**src/design/qd_pkg.sv**
```systemverilog
package qd_pkg;

   localparam int TABLE_BITS   = 9;
   localparam int TABLE_SIZE   = 1 << TABLE_BITS;
   localparam int ADDR_BITS    = TABLE_BITS + 1;
   localparam int SAMPLE_WIDTH = 16;
   localparam int PHASE_WIDTH  = 32;
   localparam int FRAC_BITS    = 16;
   localparam int ROM_WIDTH    = 16;

   localparam logic [PHASE_WIDTH-1:0] QUARTER_TURN = 32'h4000_0000;
   localparam logic [63:0] HALF_PI_Q30 = 64'd1686629713;

   typedef logic signed [ROM_WIDTH-1:0] rom_type [0:TABLE_SIZE];

   typedef struct packed {
      logic load;
      logic rom_rd;
      logic rom_cos;
      logic interp_en;
      logic mix_q_en;
      logic out_load;
   } qd_cmd_type;

   // restoring long division, used only while the table is built
   function automatic logic [63:0] div_u64(logic [63:0] num, logic [63:0] den);
      logic [63:0] quo;
      logic [64:0] rem;
      quo = '0;
      rem = '0;
      for (int b = 63; b >= 0; b--) begin
         rem = {rem[63:0], num[b]};
         if (rem >= {1'b0, den}) begin
            rem = rem - {1'b0, den};
            quo[b] = 1'b1;
         end
      end
      return quo;
   endfunction

   // quadrant folding plus q30 taylor series, evaluated at elaboration only
   function automatic rom_type build_rom();
      rom_type            rom;
      logic [63:0]        a;
      logic [63:0]        q;
      logic [63:0]        r;
      logic [63:0]        x;
      logic [63:0]        x2;
      logic [63:0]        term;
      logic [63:0]        div;
      logic signed [63:0] sum;
      logic [63:0]        mag;
      for (int k = 0; k <= TABLE_SIZE; k++) begin
         a = 64'(4 * k);
         q = (a >> TABLE_BITS) & 64'd3;
         r = a & 64'(TABLE_SIZE - 1);
         if (q[0]) begin
            r = 64'(TABLE_SIZE) - r;
         end
         x = (r * HALF_PI_Q30 + 64'(TABLE_SIZE / 2)) >> TABLE_BITS;
         x2 = (x * x) >> 30;
         term = x;
         sum = $signed(x);
         for (int i = 1; i <= 12; i++) begin
            div = 64'((2 * i) * (2 * i + 1));
            term = div_u64((term * x2) >> 30, div);
            if ((i % 2) == 1) begin
               sum = sum - $signed(term);
            end else begin
               sum = sum + $signed(term);
            end
         end
         if (sum < 0) begin
            sum = 64'sd0;
         end
         mag = ($unsigned(sum) + 64'd16384) >> 15;
         if (mag > 64'd32767) begin
            mag = 64'd32767;
         end
         rom[k] = q[1] ? -$signed(mag[ROM_WIDTH-1:0]) : $signed(mag[ROM_WIDTH-1:0]);
      end
      return rom;
   endfunction

endpackage

```
**src/design/qd_ctrl.sv**
```systemverilog
module qd_ctrl (
   input  logic               clock,
   input  logic               reset,
   input  logic               req_valid,
   output logic               req_ready,
   input  logic               rsp_ready,
   output logic               rsp_valid,
   output qd_pkg::qd_cmd_type cmd
);
   import qd_pkg::*;

   localparam logic [2:0] ST_IDLE    = 3'd0;
   localparam logic [2:0] ST_RD_SIN  = 3'd1;
   localparam logic [2:0] ST_RD_COS  = 3'd2;
   localparam logic [2:0] ST_MIX_SIN = 3'd3;
   localparam logic [2:0] ST_MIX_COS = 3'd4;

   logic [2:0] state_ff;
   logic [2:0] state_in;
   logic       rsp_valid_ff;
   logic       rsp_valid_in;
   logic       slot_free;

   assign slot_free = !rsp_valid_ff || rsp_ready;
   assign req_ready = (state_ff == ST_IDLE);
   assign rsp_valid = rsp_valid_ff;

   always_comb begin
      cmd = '0;
      state_in = state_ff;
      unique case (state_ff)
         ST_IDLE: begin
            if (req_valid) begin
               cmd.load = 1'b1;
               state_in = ST_RD_SIN;
            end
         end
         ST_RD_SIN: begin
            cmd.rom_rd = 1'b1;
            state_in = ST_RD_COS;
         end
         ST_RD_COS: begin
            cmd.rom_rd = 1'b1;
            cmd.rom_cos = 1'b1;
            cmd.interp_en = 1'b1;
            state_in = ST_MIX_SIN;
         end
         ST_MIX_SIN: begin
            cmd.interp_en = 1'b1;
            cmd.mix_q_en = 1'b1;
            state_in = ST_MIX_COS;
         end
         ST_MIX_COS: begin
            // wait here until the output register can take the result
            if (slot_free) begin
               cmd.out_load = 1'b1;
               state_in = ST_IDLE;
            end
         end
         default: begin
            state_in = ST_IDLE;
         end
      endcase
   end

   always_comb begin
      priority if (cmd.out_load) begin
         rsp_valid_in = 1'b1;
      end else if (rsp_ready) begin
         rsp_valid_in = 1'b0;
      end else begin
         rsp_valid_in = rsp_valid_ff;
      end
   end

   always_ff @(posedge clock) begin
      if (reset) begin
         state_ff <= ST_IDLE;
         rsp_valid_ff <= 1'b0;
      end else begin
         state_ff <= state_in;
         rsp_valid_ff <= rsp_valid_in;
      end
   end

endmodule

```
**config.mk**
```make
export PLATFORM = sky130hd
export DESIGN_NAME = qd_ctrl
export DESIGN_NICKNAME = d
export VERILOG_FILES = /design/src/design/qd_pkg.sv /design/src/design/qd_ctrl.sv
export SDC_FILE = /design/constraint.sdc
export NUM_CORES = 1
export LEC_CHECK = 0
export ABC_AREA = 1
export BUFFER_PORTS_ARGS = -buffer_cell sky130_fd_sc_hd__buf_2
export CAP_MARGIN = 15
export CORE_AREA = 2 2 39 41
export CTS_CLUSTER_DIAMETER = 150
export CTS_CLUSTER_SIZE = 25
export DETAILED_ROUTE_END_ITERATION = 8
export DIE_AREA = 0 0 41 43
export PLACE_DENSITY = 0.35
export SLEW_MARGIN = 15
export SYNTH_ARGS = -nofsm -noshare
export SYNTH_HDL_FRONTEND = slang
export SYNTH_SLANG_ARGS = --single-unit
```
**constraint.sdc**
```tcl
create_clock -name clock -period 1 [get_ports clock]
set_input_delay 0.1 -clock clock [delete_from_list [all_inputs] [get_ports clock]]
set_output_delay 0.1 -clock clock [all_outputs]
set_load 0.02 [all_outputs]
```
Word level (Yosys, flattened, before mapping)
Cells that the tools add are included.
{"block": "word_totals", "register_bits": 4, "inputBits": 4, "out_inout_bits": 8, "word_cells": 28}
{"block": "op_classes", "n_eq_ne": 6, "n_mux": 13, "n_reduce_logical": 7}
{"cell": "case mux 3 bit (5 select lines)", "count": 1}
{"cell": "2-to-1 mux 1 bit", "count": 10}
{"cell": "equality test 3 x 2 -> 1 bit, second input constant", "count": 2}
{"cell": "2-to-1 mux 3 bit", "count": 2}
{"cell": "!= test 2 bit, second input constant", "count": 2}
{"cell": "OR reduction 2 bit", "count": 2}
{"cell": "equality test 3 x 1 -> 1 bit, second input constant", "count": 1}
{"cell": "equality test 3 bit, second input constant", "count": 1}
{"cell": "logical NOT 3 bit", "count": 1}
{"cell": "AND reduction 2 bit", "count": 1}
{"cell": "nonzero test 2 bit", "count": 1}
{"cell": "logical NOT 1 bit", "count": 1}
{"cell": "logical OR 1 bit", "count": 1}

Depth between registers and ports, before layout
Gate-level depths: netlist of the first run.
{"block": "logic_depth", "ltp_word": 5, "ltp_mapped": 5, "depth_no_buf": 4}

Least setup slack after synthesis of the first run
Ideal clock, no wire load.
{"block": "synth_path", "path_type": "register -> output", "from": "register state_ff[1]", "to": "output cmd[3] in the netlist's numbering", "arrival_time_ns": 0.874, "required_time_ns": 0.900, "slack_ns": 0.026, "stages_incl_launch_ff": 3, "path_buffers": 0, "cell_sequence": "dfxtp_1 > inv_1 > nor3_1"}
{"element": "from (decl)", "line_no": "qd_ctrl.sv:18", "text": "logic [2:0] state_ff;"}
{"element": "from (signal assigned)", "line_no": "qd_ctrl.sv:81", "text": "state_ff <= state_in;"}
{"element": "to (decl)", "line_no": "qd_ctrl.sv:8", "text": "output qd_pkg::qd_cmd_type cmd"}

==> metrics.cfg, run 1 <==
[status]
status=complete, but fails checks
violations=setup timing

[clocking]
cts_root_buffer=clkbuf_4
cts_htree_levels=1
clk_latency_ns=0.24
clk_pin_slew_worst_paths_ns=0.04
numCtsBuffers=3
clock_sinks=4
cts_tree=done
cts_buffer_depth=2

[finish]
diodes=0
layout.cells.non_filler=63
layout_commonest_cell=buf_4
post-route-util_pct=27.8
area_growth_pct=84.9
drive_above_1_share_pct=63.8
final_cell_mix=buf_4, inv_1
nNetsFinal=53

[place]
placedCellCount=58
io_buffers=11
hpwl_um=419
gp_congestion=0.553

[routing]
drt_iter0_drc=1
vias_per_cell=3.75
drc=0
post_drt_wl_per_cell_um=8.70
vias=236
dr.pass1.iters=4
routed_wl_um=548
ant_nets=0

[yosys]
synth.area.mux_share_pct=0
ys_ff_latch=4
syn_inst=32
yosys_warnings=0
synth_cell_types=11
synth_area_um2=208
yosys.area_share.simple_pct=29.5
synth_top_family_by_area=simple AND/OR/NAND/NOR gates
synth_xor_area_share_pct=0
synth_area_per_cell_um2=6.49
synthAdderAreaFrac_pct=0
synth_fp_nets=36
seq_area_frac_synth_pct=38.6
synth-compound-area-share_pct=8.43

[hold_path]
hp-start=reset
hp-class=in -> reg
whs_endpoint=state_ff[2]
hold_path_depth=2

[floorplan]
initial_core_util_pct=15.0
pin_count=12
die_h_um=43
core_area_um2=1380
die_area_um2=1760
die_w_um=41
row_count=14

[grt]
grt_pass1_vias=204
grt_use_total_pct=7.31
grt_overflow=0
grt_max_degree=6
grt_pass1_wl_um=834
grt_antenna_before_repair=0

[power_and_ir_drop]
total_power_uw=552
leakage_uw=0.000191
ir_drop_mv=0.423
power_per_cell_area_nw_per_um2=1440

[sta]
rsz0062_at_grt=yes
post-route-period-util_pct=113
hold_viol_final=0
hold_slack_ns=0.0732
worst_slew_pin_slew_ns=0.222
fmax_ghz=0.882
relSlewSlack_pct=85.2
setup_slack_ns=-0.134
setup_violations=7
slew_viol_final=0
min_period_ns=1.13
clock_skew_ns=0.00806

[critical_path]
r2r-end=rsp_valid
critPathKind=reg -> out
reg2reg_setup_slack_ns=0.12
r2r-start=state_ff[0]
cp-start-kind=flop
worstPathRequired_ns=0.90
r2r_cells=4
endpoint_kind=output pin
critPathMaxFanout=4
cp.arrival_ns=1.03

[run]
cap_violations=0

## Yosys cell counts
master,count,area [um2]
and3_1,1,6.26
nand3_1,2,10.0
a21oi_1,2,10.0
nor2_2,1,6.26
o211ai_1,1,7.51
nor3_1,1,5.00
nor2_1,6,22.5
dfxtp_1,4,80.1
buf_4,2,15.0
nand2_1,3,11.3
inv_1,9,33.8
## where the power goes
| group | total [uW] | internal [uW] | switching, uW |
|---|---|---|---|
| Sequential | 181 | 167 | 13.6 |
| Clock | 209 | 135 | 73.8 |
| Combinational | 162 | 77.5 | 84.9 |
| Total | 552 | 380 | 172 |
## cell families (layout without fill, tap and decap cells)
group | count (synthesis) | after routing
flops | 4 | 4
buf+inv | 11 | 26
compound gates | 3 | 3
simple gates | 14 | 14
## sequential cells by signal, summed over array words and instances, names as in the netlist
register	count
rsp_valid	1
state_ff	3
## layer usage
metal	vias to the layer above	track usage, %	share of wire, %
li1	125	-	-
met1	105	7.32	41
met2	6	11.9	53
met3	0	6.28	5.7
met4	0	0	0
met5	-	0	0
## worst max path at each step
stage               slack, ns     end        start
CTS                     -0.13  cmd[0]  state_ff[1]
finish                  -0.13  cmd[0]  state_ff[0]
detailed placement       0.05  cmd[4]  state_ff[0]
global placement         0.04  cmd[4]  state_ff[0]
floorplan                0.03  cmd[3]  state_ff[1]
global route            -0.21  cmd[0]  state_ff[0]
## critical path, cell delays in order, from the launching register on
cell and delay, ns:
dfxtp_4 0.35, nor2_4 0.14, nand2_2 0.07, nor2_2 0.11
buf_6 0.12
## final cells by class
cell class,count,area [um2]
sequential,4,91.3
inverter,9,33.8
clock buffer,3,22.5
tap,16,20.0
timing repair buffer,14,110
fill,162,1000
multi-input combinational,17,106
## metrics by stage
step	cell area [um2]	worst slack, ns	TNS (ns)
CTS	368	-0.134	-0.679
detailed placement	275	0.0520	0
global route	384	-0.212	-1.08
floorplan	208	0.0264	0
finish	384	-0.134	-0.648
global placement	275	0.0380	0
## what timing repair did
action	in CTS	in global routing
pin swaps	4	3
gates cloned	0	0
endpoints found under the setup margin	7	7
hold endpoints to repair	0	0
buffers inserted	1	1
resized for setup	24	4
hold buffers	0	0
(Power assumes the default switching activity.)
==> inputs of run 2 (changes only) <==
--- a/config.mk
+++ b/config.mk
@@ -13,7 +13,7 @@
 export CTS_CLUSTER_SIZE = 25
 export DETAILED_ROUTE_END_ITERATION = 8
 export DIE_AREA = 0 0 41 43
-export PLACE_DENSITY = 0.35
+export SKIP_LAST_GASP = 1
 export SLEW_MARGIN = 15
 export SYNTH_ARGS = -nofsm -noshare
 export SYNTH_HDL_FRONTEND = slang
==> run 2 against run 1 <==
  * The run still ends with setup timing left
  * Non-clock buffer count fell by 1
  * Clock-buffer cell count did not move
  * Sequential power barely moved
  * Register-to-register slack got worse by 0.13 ns
  * Core utilization fell by 0.18 points
  * Wire length fell by 9.1%
  * Power fell by 1.2%
  * Cell area fell by 0.65%
  * Flip-flop and latch count did not move
  * Combinational power rose by 4%
  * Critical path type unchanged
==> metrics.cfg, run 2 (synthesis gave the netlist of run 1 again) <==
[finish]
fin_area_um2=382
largest_reg_flops=3
drive_above_1_share_pct=63.0
top_register=state_ff
final_cell_mix=inv_1, buf_4, nor2_1, buf_2, buf_6
fillers=162
nNetsFinal=52
area_growth_pct=83.7
diodes=0
layout_commonest_cell=inv_1

[power_and_ir_drop]
ir_drop_mv=0.521
leakage_uw=0.000188
power_per_cell_area_nw_per_um2=1430
total_power_uw=545

[critical_path]
worstPathRequired_ns=0.90
reg2reg_setup_slack_ns=-0.01
r2r-end=rsp_valid
r2r_cells=5
cp_top_family=flip-flops
cp.arrival_ns=1.04
cp_num_buf_inv=1
cp-start-kind=flop
endpoint_kind=output pin
r2r-start=state_ff[0]
cp_slowest_stage_delay_ns=0.35
critPathMaxFanout=4
path_cells=nor2_4, and3_4, buf_6
cp_slowest_cell=dfxtp_4
critPathKind=reg -> out

[floorplan]
die_area_um2=1760
pin_count=12
die_h_um=43
die_w_um=41
row_count=14
initial_core_util_pct=15.0
core_area_um2=1380

[clocking]
cts_tree=done
cts_buffer_depth=2
numCtsBuffers=3
cts_root_buffer=clkbuf_4
cts_hold_buf=0
clk_latency_ns=0.23
clock_sinks=4
clk_pin_slew_worst_paths_ns=0.04
cts_htree_levels=1

[routing]
post_drt_wl_per_cell_um=8.03
drt_iter0_drc=2
vias_per_cell=3.77
routed_wl_um=498
dr.pass1.iters=2
ant_nets=0
drc=0
vias=234

[grt]
grt_pass1_wl_um=828
grt_max_degree=7
grt_antenna_before_repair=0
grt_overflow=0
grt_pass1_vias=251
grt_use_total_pct=7.82

[sta]
relSlewSlack_pct=86.7
worst_slew_pin_slew_ns=0.198
setup_slack_ns=-0.140
hold_viol_final=0
post-route-period-util_pct=114
slew_viol_final=0
min_period_ns=1.14
fmax_ghz=0.878
setup_violations=7
clock_skew_ns=0.00262
hold_slack_ns=0.0654
rsz0062_at_grt=yes

[hold_path]
hold_path_depth=2
hp-class=in -> reg
hp-start=reset
whs_endpoint=state_ff[2]

[status]
violations=setup timing
status=complete, but fails checks

[place]
place_area_um2=268
io_buffers=11
gp_congestion=0.700
hpwl_um=361

[run]
cap_violations=0

## run 2: cell types whose count changed in the layout (fill, tap and decap cells not counted)
cell	previous run	this run
and3_1	1	0
and3_4	0	1
buf_4	6	5
inv_1	5	6
inv_2	4	3
## run 2: metal layers
layer	share of wire [%]	GRT usage (%)
met1	31	5.13
met2	62	11.9
met3	6.6	6.28
met4	0	8.00
met5	0	0
## run 2: stage by stage
stage / util [%] / instances / TNS [ns] / worst slack [ns]
after floorplan: - / 32 / 0 / 0.0264
after global placement: 19.3 / 57 / 0 / 0.0753
after detailed placement: 19.3 / 57 / 0 / 0.0533
after CTS: 24.8 / 61 / -0.588 / -0.116
after global routing: 27.6 / 62 / -1.16 / -0.190
final: 27.6 / 62 / -0.697 / -0.140
## run 2: where the power goes
part / internal [uW] / switching (uW) / leakage, uW / total [uW]
registers: 168 / 14.0 / 0.0000348 / 182
clock network: 134 / 61.1 / 0.0000138 / 195
logic: 81.0 / 87.5 / 0.000139 / 169
## run 2: worst max path at each step
stage / startpoint / slack [ns] / depth (start not counted) / end
floorplan: state_ff[1] / 0.03 / 2 / cmd[3]
global placement: state_ff[0] / 0.08 / 5 / cmd[4]
detailed placement: state_ff[0] / 0.05 / 5 / cmd[4]
CTS: state_ff[1] / -0.12 / 4 / cmd[0]
global route: state_ff[0] / -0.19 / 3 / cmd[5]
finish: state_ff[0] / -0.14 / 3 / cmd[5]
## run 2: repair_timing
action / 4_1_cts / 5_1_grt
resized for setup: 17 / 11
setup buffers: 1 / 1
pin swaps: 1 / 3
setup endpoints to repair: 7 / 7
## run 2: worst reg2reg max path, stage by stage, from the launching register on
cell and delay (ns):
dfxtp_4 0.35, nor2_4 0.16, nand2_2 0.07, buf_4 0.13
buf_4 0.12, a21oi_1 0.12
## run 2: cell type report
| cell class | count | area (um2) | share of cell area, % |
|---|---|---|---|
| clock buffers | 3 | 22.5 | 5.90 |
| well taps | 16 | 20.0 | 5.25 |
| repair buffers | 13 | 103 | 26.9 |
| multi-input cells | 17 | 111 | 29.2 |
| inverters | 9 | 33.8 | 8.85 |
| flip-flops and latches | 4 | 91.3 | 23.9 |
